File: src/hw/rtl/bmp_rle4_line_decoder_core_macros.svh
// Assertion macros shared by the RLE4 line decoder RTL.
`ifndef BMP_RLE4_LINE_DECODER_CORE_MACROS_SVH
`define BMP_RLE4_LINE_DECODER_CORE_MACROS_SVH

// Same-cycle implication, sampled on aclk and disabled during reset.
`define BRLE4_ASSERT_IMP(lbl, ante, cons) \
    lbl: assert property (@(posedge aclk) disable iff (!aresetn) (ante) |-> (cons)) \
        else $error("brle4 same-cycle check failed");

// Next-cycle implication, sampled on aclk and disabled during reset.
`define BRLE4_ASSERT_NXT(lbl, ante, cons) \
    lbl: assert property (@(posedge aclk) disable iff (!aresetn) (ante) |=> (cons)) \
        else $error("brle4 next-cycle check failed");

`endif

File: src/hw/rtl/brle4_pkg.sv
// Types, constants and codes shared by the RLE4 line decoder modules.
package brle4_pkg;

    localparam int OUT_BYTES = 8;
    localparam int BYTE_W    = 8;
    localparam int NIB_W     = 4;
    localparam int DATA_W    = OUT_BYTES * BYTE_W;
    localparam int CNT_W     = $clog2(OUT_BYTES + 1);
    localparam int IDX_W     = (OUT_BYTES > 1) ? $clog2(OUT_BYTES) : 1;
    localparam int EVT_W     = 2;
    localparam int RES_W     = DATA_W + CNT_W + EVT_W;
    localparam int TDATA_W   = ((RES_W + 7) / 8) * 8;

    // Second byte of an escape sequence.
    localparam logic [BYTE_W-1:0] ESC_EOL   = 8'd0;
    localparam logic [BYTE_W-1:0] ESC_EOB   = 8'd1;
    localparam logic [BYTE_W-1:0] ESC_DELTA = 8'd2;

    // Number of bytes skipped after a delta escape.
    localparam logic [1:0] DELTA_SKIP = 2'd2;

    typedef enum logic [2:0] {
        PH_COUNT  = 3'd0,
        PH_ESC    = 3'd1,
        PH_COLOUR = 3'd2,
        PH_SKIP   = 3'd3,
        PH_ABS    = 3'd4
    } phase_t;

    typedef enum logic [EVT_W-1:0] {
        EV_NONE = 2'd0,
        EV_EOL  = 2'd1,
        EV_EOB  = 2'd2,
        EV_END  = 2'd3
    } line_event_t;

    typedef enum logic {
        CS_IDLE = 1'b0,
        CS_STEP = 1'b1
    } ctrl_state_t;

    // Commands from the controller to the datapath.
    typedef struct packed {
        logic load;
        logic step;
    } ctrl_cmd_t;

    // Status from the datapath to the controller.
    typedef struct packed {
        logic done;
        logic emit;
    } dp_status_t;

    // One result transaction.
    typedef struct packed {
        line_event_t        evt;
        logic [CNT_W-1:0]   count;
        logic [DATA_W-1:0]  data;
        logic               last;
    } result_t;

endpackage

File: src/hw/rtl/brle4_ctrl.sv
// Controller state machine: accepts one input transaction and steps the datapath.
module brle4_ctrl
    import brle4_pkg::*;
(
    input  logic       aclk,
    input  logic       aresetn,
    input  logic       in_valid,
    output logic       in_ready,
    input  logic       out_free,
    input  dp_status_t status,
    output ctrl_cmd_t  cmd
);

    ctrl_state_t state_reg;
    ctrl_state_t state_next;

    // State register.
    always_ff @(posedge aclk) begin
        if (!aresetn) begin
            state_reg <= CS_IDLE;
        end else begin
            state_reg <= state_next;
        end
    end

    // Next state and commands. A step that produces a result waits for the output slot.
    always_comb begin
        state_next = state_reg;
        cmd.load   = 1'b0;
        cmd.step   = 1'b0;
        in_ready   = 1'b0;
        unique case (state_reg)
            CS_IDLE: begin
                in_ready = 1'b1;
                if (in_valid) begin
                    cmd.load   = 1'b1;
                    state_next = CS_STEP;
                end
            end
            CS_STEP: begin
                cmd.step = !status.emit || out_free;
                if (cmd.step && status.done) begin
                    state_next = CS_IDLE;
                end
            end
            default: begin
                state_next = CS_IDLE;
            end
        endcase
    end

endmodule

File: src/hw/rtl/brle4_dpath.sv
// Datapath: parser state, nibble pairing and result byte accumulation.
module brle4_dpath
    import brle4_pkg::*;
(
    input  logic              aclk,
    input  logic              aresetn,
    input  logic [BYTE_W-1:0] in_byte,
    input  logic              in_end,
    input  ctrl_cmd_t         cmd,
    output dp_status_t        status,
    output result_t           res
);

    logic [BYTE_W-1:0] byte_reg;
    logic              end_reg;

    phase_t            phase_reg, phase_next;
    logic [7:0]        rl_reg, rl_next;
    logic [7:0]        abs_total_reg, abs_total_next;
    logic [8:0]        abs_idx_reg, abs_idx_next;
    logic [1:0]        skip_reg, skip_next;
    logic [NIB_W-1:0]  pnib_reg, pnib_next;
    logic              pv_reg, pv_next;
    logic [DATA_W-1:0] acc_reg, acc_next;
    logic [CNT_W-1:0]  cnt_reg, cnt_next;

    logic [1:0]        nib_n;
    logic [NIB_W-1:0]  nib_a, nib_b;
    line_event_t       evt;
    logic              done;
    logic              drop;
    logic [1:0]        take;
    logic              abs_hi, abs_lo;
    logic [8:0]        abs_sum;
    logic [8:0]        abs_limit;

    logic              byte_v;
    logic [BYTE_W-1:0] byte_val;
    logic [DATA_W-1:0] acc_after;
    logic [CNT_W-1:0]  cnt_after;
    logic              more;
    logic              emit;

    // Input holding register.
    always_ff @(posedge aclk) begin
        if (cmd.load) begin
            byte_reg <= in_byte;
            end_reg  <= in_end;
        end
    end

    // Parser: nibbles produced by this step, the event and the next parse state.
    always_comb begin
        phase_next     = phase_reg;
        rl_next        = rl_reg;
        abs_total_next = abs_total_reg;
        abs_idx_next   = abs_idx_reg;
        skip_next      = skip_reg;
        nib_n          = 2'd0;
        nib_a          = byte_reg[7:4];
        nib_b          = byte_reg[3:0];
        evt            = EV_NONE;
        done           = 1'b1;
        drop           = 1'b0;
        take           = (rl_reg >= 8'd2) ? 2'd2 : rl_reg[1:0];
        abs_hi         = abs_idx_reg < {1'b0, abs_total_reg};
        abs_lo         = ({1'b0, abs_idx_reg} + 10'd1) < {2'b0, abs_total_reg};
        abs_sum        = abs_idx_reg + 9'd2;
        abs_limit      = ({1'b0, abs_total_reg} + 9'd3) & ~9'd3;
        if (end_reg) begin
            // Input exhausted: parser back to reset, half byte dropped.
            phase_next     = PH_COUNT;
            rl_next        = 8'd0;
            abs_total_next = 8'd0;
            abs_idx_next   = 9'd0;
            skip_next      = 2'd0;
            drop           = 1'b1;
            evt            = EV_END;
        end else begin
            case (phase_reg)
                PH_ESC: begin
                    if (byte_reg == ESC_EOL || byte_reg == ESC_EOB) begin
                        // Flush a half-filled byte with a zero low nibble.
                        nib_n      = {1'b0, pv_reg};
                        nib_a      = '0;
                        evt        = (byte_reg == ESC_EOB) ? EV_EOB : EV_EOL;
                        phase_next = PH_COUNT;
                    end else if (byte_reg == ESC_DELTA) begin
                        skip_next  = DELTA_SKIP;
                        phase_next = PH_SKIP;
                    end else begin
                        abs_total_next = byte_reg;
                        abs_idx_next   = 9'd0;
                        phase_next     = PH_ABS;
                    end
                end
                PH_COLOUR: begin
                    // Up to two nibbles of the run per step, high nibble first.
                    nib_n   = take;
                    rl_next = rl_reg - {6'd0, take};
                    done    = rl_reg <= 8'd2;
                    if (done) begin
                        rl_next    = 8'd0;
                        phase_next = PH_COUNT;
                    end
                end
                PH_SKIP: begin
                    skip_next = skip_reg - 2'd1;
                    if (skip_reg == 2'd1) begin
                        phase_next = PH_COUNT;
                    end
                end
                PH_ABS: begin
                    nib_n        = {1'b0, abs_hi} + {1'b0, abs_lo};
                    abs_idx_next = abs_sum;
                    if (abs_sum >= abs_limit) begin
                        abs_idx_next   = 9'd0;
                        abs_total_next = 8'd0;
                        phase_next     = PH_COUNT;
                    end
                end
                default: begin
                    if (byte_reg == '0) begin
                        phase_next = PH_ESC;
                    end else begin
                        rl_next    = byte_reg;
                        phase_next = PH_COLOUR;
                    end
                end
            endcase
        end
    end

    // Nibble pairing: at most one finished byte per step.
    always_comb begin
        byte_v    = 1'b0;
        byte_val  = {pnib_reg, nib_a};
        pv_next   = pv_reg;
        pnib_next = pnib_reg;
        if (!pv_reg) begin
            if (nib_n == 2'd1) begin
                pv_next   = 1'b1;
                pnib_next = nib_a;
            end else if (nib_n == 2'd2) begin
                byte_v   = 1'b1;
                byte_val = {nib_a, nib_b};
            end
        end else if (nib_n != 2'd0) begin
            byte_v = 1'b1;
            if (nib_n == 2'd2) begin
                pnib_next = nib_b;
            end else begin
                pv_next   = 1'b0;
                pnib_next = '0;
            end
        end
        if (drop) begin
            pv_next   = 1'b0;
            pnib_next = '0;
        end
    end

    // Result accumulation. A full group goes out early only if more bytes follow.
    always_comb begin
        acc_after = acc_reg;
        if (byte_v) begin
            acc_after[cnt_reg[IDX_W-1:0]*BYTE_W +: BYTE_W] = byte_val;
        end
        cnt_after = cnt_reg + {{(CNT_W-1){1'b0}}, byte_v};
        more      = (rl_next >= 8'd2) || (rl_next == 8'd1 && pv_next);
        emit      = (cnt_after == CNT_W'(OUT_BYTES) && !done && more)
                 || (done && (cnt_after != '0 || evt != EV_NONE));
        acc_next  = emit ? '0 : acc_after;
        cnt_next  = emit ? '0 : cnt_after;
    end

    assign status.done = done;
    assign status.emit = emit;
    assign res.data    = acc_after;
    assign res.count   = cnt_after;
    assign res.evt     = done ? evt : EV_NONE;
    assign res.last    = done;

    // Parser and accumulator registers.
    always_ff @(posedge aclk) begin
        if (!aresetn) begin
            phase_reg     <= PH_COUNT;
            rl_reg        <= 8'd0;
            abs_total_reg <= 8'd0;
            abs_idx_reg   <= 9'd0;
            skip_reg      <= 2'd0;
            pnib_reg      <= '0;
            pv_reg        <= 1'b0;
            acc_reg       <= '0;
            cnt_reg       <= '0;
        end else if (cmd.step) begin
            phase_reg     <= phase_next;
            rl_reg        <= rl_next;
            abs_total_reg <= abs_total_next;
            abs_idx_reg   <= abs_idx_next;
            skip_reg      <= skip_next;
            pnib_reg      <= pnib_next;
            pv_reg        <= pv_next;
            acc_reg       <= acc_next;
            cnt_reg       <= cnt_next;
        end
    end

endmodule

File: src/hw/rtl/brle4_ostage.sv
// Output register that holds one result transaction until it is taken.
module brle4_ostage
    import brle4_pkg::*;
(
    input  logic    aclk,
    input  logic    aresetn,
    input  logic    load,
    input  result_t res_in,
    output logic    out_free,
    output logic    out_valid,
    input  logic    out_ready,
    output result_t res_out
);

    logic    valid_reg;
    result_t res_reg;

    assign out_free  = !valid_reg || out_ready;
    assign out_valid = valid_reg;
    assign res_out   = res_reg;

    // Valid flag: set on load, cleared when the transaction is taken.
    always_ff @(posedge aclk) begin
        if (!aresetn) begin
            valid_reg <= 1'b0;
        end else if (load) begin
            valid_reg <= 1'b1;
        end else if (out_ready) begin
            valid_reg <= 1'b0;
        end
    end

    // Payload register.
    always_ff @(posedge aclk) begin
        if (load) begin
            res_reg <= res_in;
        end
    end

endmodule

File: src/hw/rtl/bmp_rle4_line_decoder_core.sv
// Flow: an accepted byte is held in the input register, the datapath steps on it, and a
// result is registered in the output stage. No new compressed byte is taken until the
// current one is done. The parser steps a colour byte of a run at most two pixels a
// cycle, and output back-pressure stalls only steps that produce a result.
// Reset: synchronous, active low; clears the parser state, the half byte and the output.
`include "bmp_rle4_line_decoder_core_macros.svh"

module bmp_rle4_line_decoder_core
    import brle4_pkg::*;
(
    input  logic               aclk,
    input  logic               aresetn,
    input  logic               s_tvalid,
    output logic               s_tready,
    input  logic [BYTE_W-1:0]  s_tdata,   // [7:0] in_byte
    input  logic               s_tuser,   // [0] stream_end
    output logic               m_tvalid,
    input  logic               m_tready,
    output logic [TDATA_W-1:0] m_tdata,   // [63:0] packed_bytes, [67:64] byte_count,
                                          // [69:68] line_event, [71:70] zero
    output logic               m_tlast    // last_result
);

    ctrl_cmd_t  cmd;
    dp_status_t status;
    result_t    dp_res;
    result_t    out_res;
    logic       out_free;

    brle4_ctrl u_ctrl (
        .aclk     (aclk),
        .aresetn  (aresetn),
        .in_valid (s_tvalid),
        .in_ready (s_tready),
        .out_free (out_free),
        .status   (status),
        .cmd      (cmd)
    );

    brle4_dpath u_dpath (
        .aclk    (aclk),
        .aresetn (aresetn),
        .in_byte (s_tdata),
        .in_end  (s_tuser),
        .cmd     (cmd),
        .status  (status),
        .res     (dp_res)
    );

    brle4_ostage u_ostage (
        .aclk      (aclk),
        .aresetn   (aresetn),
        .load      (cmd.step && status.emit),
        .res_in    (dp_res),
        .out_free  (out_free),
        .out_valid (m_tvalid),
        .out_ready (m_tready),
        .res_out   (out_res)
    );

    // Pack the result fields into the stream data word.
    assign m_tdata = {{(TDATA_W - RES_W){1'b0}}, out_res.evt, out_res.count, out_res.data};
    assign m_tlast = out_res.last;

    // A result without bytes only closes an item.
    `BRLE4_ASSERT_IMP(a_empty_is_final, m_tvalid && out_res.count == '0, m_tlast)
    // Results before the final one are full groups without an event.
    `BRLE4_ASSERT_IMP(a_early_full, m_tvalid && !m_tlast,
        out_res.count == CNT_W'(OUT_BYTES) && out_res.evt == EV_NONE)
    // After an accepted transaction the decoder works on it before taking another.
    `BRLE4_ASSERT_NXT(a_busy_after_accept, s_tvalid && s_tready, !s_tready)

endmodule
File: config.mk
export PLATFORM = sky130hd
export DESIGN_NAME = bmp_rle4_line_decoder_core
export DESIGN_NICKNAME = d
export VERILOG_FILES = /design/src/hw/rtl/brle4_pkg.sv /design/src/hw/rtl/brle4_ctrl.sv /design/src/hw/rtl/brle4_dpath.sv /design/src/hw/rtl/brle4_ostage.sv /design/src/hw/rtl/bmp_rle4_line_decoder_core.sv
export VERILOG_INCLUDE_DIRS = /design/src /design/src/hw/rtl
export SDC_FILE = /design/constraint.sdc
export NUM_CORES = 1
export LEC_CHECK = 0
export BUFFER_PORTS_ARGS = -buffer_cell sky130_fd_sc_hd__clkbuf_2
export CAP_MARGIN = 10
export CORE_MARGIN = 3
export CORE_UTILIZATION = 59
export CTS_CLUSTER_DIAMETER = 50
export CTS_CLUSTER_SIZE = 40
export DETAILED_ROUTE_END_ITERATION = 6
export PLACE_DENSITY = 0.88
export SETUP_SLACK_MARGIN = 0.4
export SLEW_MARGIN = 10
export SYNTH_ARGS = -nofsm -noshare
export SYNTH_HDL_FRONTEND = slang
export SYNTH_HIERARCHICAL = 1
export SYNTH_SLANG_ARGS = --single-unit
File: constraint.sdc
create_clock -name aclk -period 7.7 [get_ports aclk]
set_clock_uncertainty 0.05 [all_clocks]
set_input_delay 2.31 -clock aclk [delete_from_list [all_inputs] [get_ports aclk]]
set_output_delay 2.31 -clock aclk [all_outputs]
set_load 0.005 [all_outputs]
==> impl_metrics.yaml <==
outcome:
  status: "completed"
synth:
  synthesis.area_per_instance_um2: 10.3
  synth_ff_type: "sky130_fd_sc_hd__dfxtp_1"
  yosys_warnings: 6
  async_flop_share_pct: 0
  synth.most_common_cell: "sky130_fd_sc_hd__dfxtp_1"
  synthDominantCellAreaShare_pct: 26.8
  synth_seq_area_share_pct: 50.0
  post_synth_instance_area_um2: 8970
  ys_top_cells_by_area: "sky130_fd_sc_hd__edfxtp_1, sky130_fd_sc_hd__dfxtp_1, sky130_fd_sc_hd__ha_1, sky130_fd_sc_hd__o21ai_0, sky130_fd_sc_hd__nand2_1"
  synth_seq_cells: 184
  yosys.cell_types.count: 84
  number_of_standard_cells_after_synthesis: 874
  synth.top_cells.by_count: "sky130_fd_sc_hd__dfxtp_1, sky130_fd_sc_hd__nand2_1, sky130_fd_sc_hd__edfxtp_1, sky130_fd_sc_hd__nor2_1, sky130_fd_sc_hd__o21ai_0"
  synth_edf_count: 80
  synth_top_area_cell: "sky130_fd_sc_hd__edfxtp_1"
sta:
  timing.slew.headroom_pct: 15.6
  max_freq_mhz: 145
  finalHoldViolations: 0
  finalSetupTns_ns: 0
  finalCritPeriodShare_pct: 89.3
  finalMaxSlewViolations: 0
  timing.final.ws_setup_ns: 0.827
  final.hold.worst_slack_ns: 0.414
  finalWorstPathRequiredPeriod_ns: 6.87
  setup_viol_count_final: 0
  max_slew.worst_pin.slew_ns: 1.23
  grt_setup_unrepaired: "no"
pwr:
  finalPower_w: 0.00214
  power.density_nw_per_um2: 212
  worst_ir_drop_vdd_v: 0.000149
  total_leakage_power_nw: 3.65
final_layout:
  flip_flop_count_of_the_largest_register_after_layout: 71
  drive_gt1_share_pct: 21.2
  instances_no_fill: 1131
  final_nets: 976
  num_antenna_cells: 0
  area_delta_synth_final_pct: 12.7
placed_design:
  io_buffers: 85
  place_inst: 1098
  dp_hpwl_um: 14200
  gp_congestion: 0.911
  detailedPlace.worstSlack_ns: 0.607
clock_tree:
  ctsHoldBuffers: 0
  tritoncts: "built"
  htree_num_levels: 4
  clock_tree_root_buffer_cell: "sky130_fd_sc_hd__clkbuf_16"
  clock_sink_count: 184
  clk-insertion-delay-late_ns: 0.43
  clock_path_buffers: 2
  cts.reportedPaths.clkPinSlew_ns: 0.07
  cts_inserted_buffers: 17
route:
  drc: 0
  viasPerCell: 6.48
  num_vias: 7327
  drt-wirelength-per-cell_um: 19.1
  initialDrtViolationCount: 872
  route.final.wire_length_um: 21600
  detail_route.first_pass.iterations: 7
  drtAntennaViolNets: 0
worst_hold_path:
  hold_path_class: "reg -> reg"
  whs_path_cells: 2
worst_setup_path:
  worstPathArrival_ns: 7.17
  cp_num_cells: 30
  crit_required_ns: 7.99
  critical_path.endpoint: "u_dpath/phase_reg[0]"
  timing.critical_path.from_type: "flop"
  rrSetupSlack_ns: 0.83
  reg2reg_to: "u_dpath/phase_reg[0]"
  worstSetupStartpoint: "u_dpath/abs_total_reg[1]"
  worstSetupPathType: "reg -> reg"
  critPathCaptureType: "flop"
  path_buf_inv: 2
  critical_path.max_stage_delay_ns: 0.54
  crit_slowest_cell: "sky130_fd_sc_hd__or3b_2"
  r2r_start: "u_dpath/abs_total_reg[1]"
  crit_family: "simple AND/OR/NAND/NOR gates"
  worstRegToRegCells: 30
  worst-path-max-fanout: 13
floorplanning:
  core_area_um2: 14700
  floorplan.rows: 44
  die-area_um2: 16700
  boundaryPins: 88
  dieHeight_um: 129
  starting_density_of_the_core_pct: 61.0
  fp.dieW_um: 129
grt:
  globalRouteTotalUtil_pct: 26.1
  grt_pass1_wl_um: 34700
  antenna_found_initial: 0
  largest_net_degree_at_the_start_of_global_routing: 44
  overflow_left_after_global_routing: 0
  grt_pass1_vias: 6908
job:
  drv.max_cap_violation_count: 0
-- placed cells by master (no fill, tap or decap), types with 17 or more instances in the layout --
cell,count
sky130_fd_sc_hd__ha_1,29
sky130_fd_sc_hd__dfxtp_1,104
sky130_fd_sc_hd__edfxtp_1,80
sky130_fd_sc_hd__clkbuf_2,85
sky130_fd_sc_hd__clkbuf_16,17
sky130_fd_sc_hd__nor3_1,17
sky130_fd_sc_hd__nor2_1,71
sky130_fd_sc_hd__a21oi_1,47
sky130_fd_sc_hd__o21ai_0,67
sky130_fd_sc_hd__nand2_1,87
sky130_fd_sc_hd__a22o_1,28
sky130_fd_sc_hd__o2bb2ai_1,32
sky130_fd_sc_hd__inv_1,20
-- worst min-delay path, delay by kind of cell, from the launching register on --
kind               cells  cell delay, ns
and+or+nand+nor        1            0.06
DFF                    1            0.31
AOI/OAI and AO/OA      1            0.05
-- per-layer routing --
layer	global-route usage [%]	up-vias	wire (µm)
li1	-	3353	-
met1	34.0	3473	8780
met2	42.0	431	10300
met3	6.43	70	1860
met4	10.4	0	659
met5	0	-	0
-- where the power goes --
group          internal [W]  total, W  switching [W]  leakage, nW
clock              0.000526  0.000927       0.000402        0.312
combinational     0.0000552  0.000156       0.000101         1.77
sequential          0.00104   0.00106      0.0000212         1.57
total               0.00162   0.00214       0.000524         3.65
-- area by class of cell --
| cell class | instances | area, µm² |
|---|---|---|
| Clock buffer | 17 | 425 |
| Tap cell | 184 | 230 |
| Multi-Input combinational cell | 611 | 4130 |
| Timing Repair Buffer | 98 | 536 |
| Fill cell | 1027 | 4600 |
| Inverter | 22 | 82.6 |
| Clock inverter | 15 | 214 |
| Sequential cell | 184 | 4480 |
-- logic make-up (layout without fill, tap and decap cells) --
| kind of cell | after synthesis | after routing | synth area share, % |
|---|---|---|---|
| muxes | 16 | 16 | 1.81 |
| and+or+nand+nor | 286 | 287 | 17.2 |
| buffers and inverters | 81 | 152 | 4.10 |
| adders and majority gates | 29 | 29 | 4.05 |
| DFF | 184 | 184 | 50.0 |
| AOI/OAI and AO/OA | 258 | 258 | 21.0 |
| xor gates and xnor gates | 18 | 18 | 1.76 |
| other | 2 | 3 | 0.0837 |
-- how the worst min path moves through the flow --
stage                             start             endpoint  slack (ns)
finish              u_dpath/skip_reg[1]  u_dpath/skip_reg[1]        0.41
global route        u_dpath/acc_reg[40]  u_dpath/acc_reg[40]        0.44
CTS                 u_dpath/skip_reg[1]  u_dpath/skip_reg[1]        0.42
detailed placement   u_dpath/acc_reg[9]   u_dpath/acc_reg[9]        0.40
global placement    u_dpath/skip_reg[1]  u_dpath/skip_reg[1]        0.39
floorplan           u_dpath/skip_reg[1]  u_dpath/skip_reg[1]        0.38
-- stage by stage --
step | instance area, µm² | utilization (%)
after floorplan | 8970 | -
after global placement | 9450 | 64.3
after detailed placement | 9450 | 64.3
after CTS | 10100 | 68.7
after global routing | 10100 | 68.7
final | 10100 | 68.7
-- timing repair --
action	CTS	global route
resized for setup	0	3
endpoints found under the setup margin	0	132
setup buffers	0	0
endpoints found under the hold margin	0	0
(Power assumes the default switching activity.)
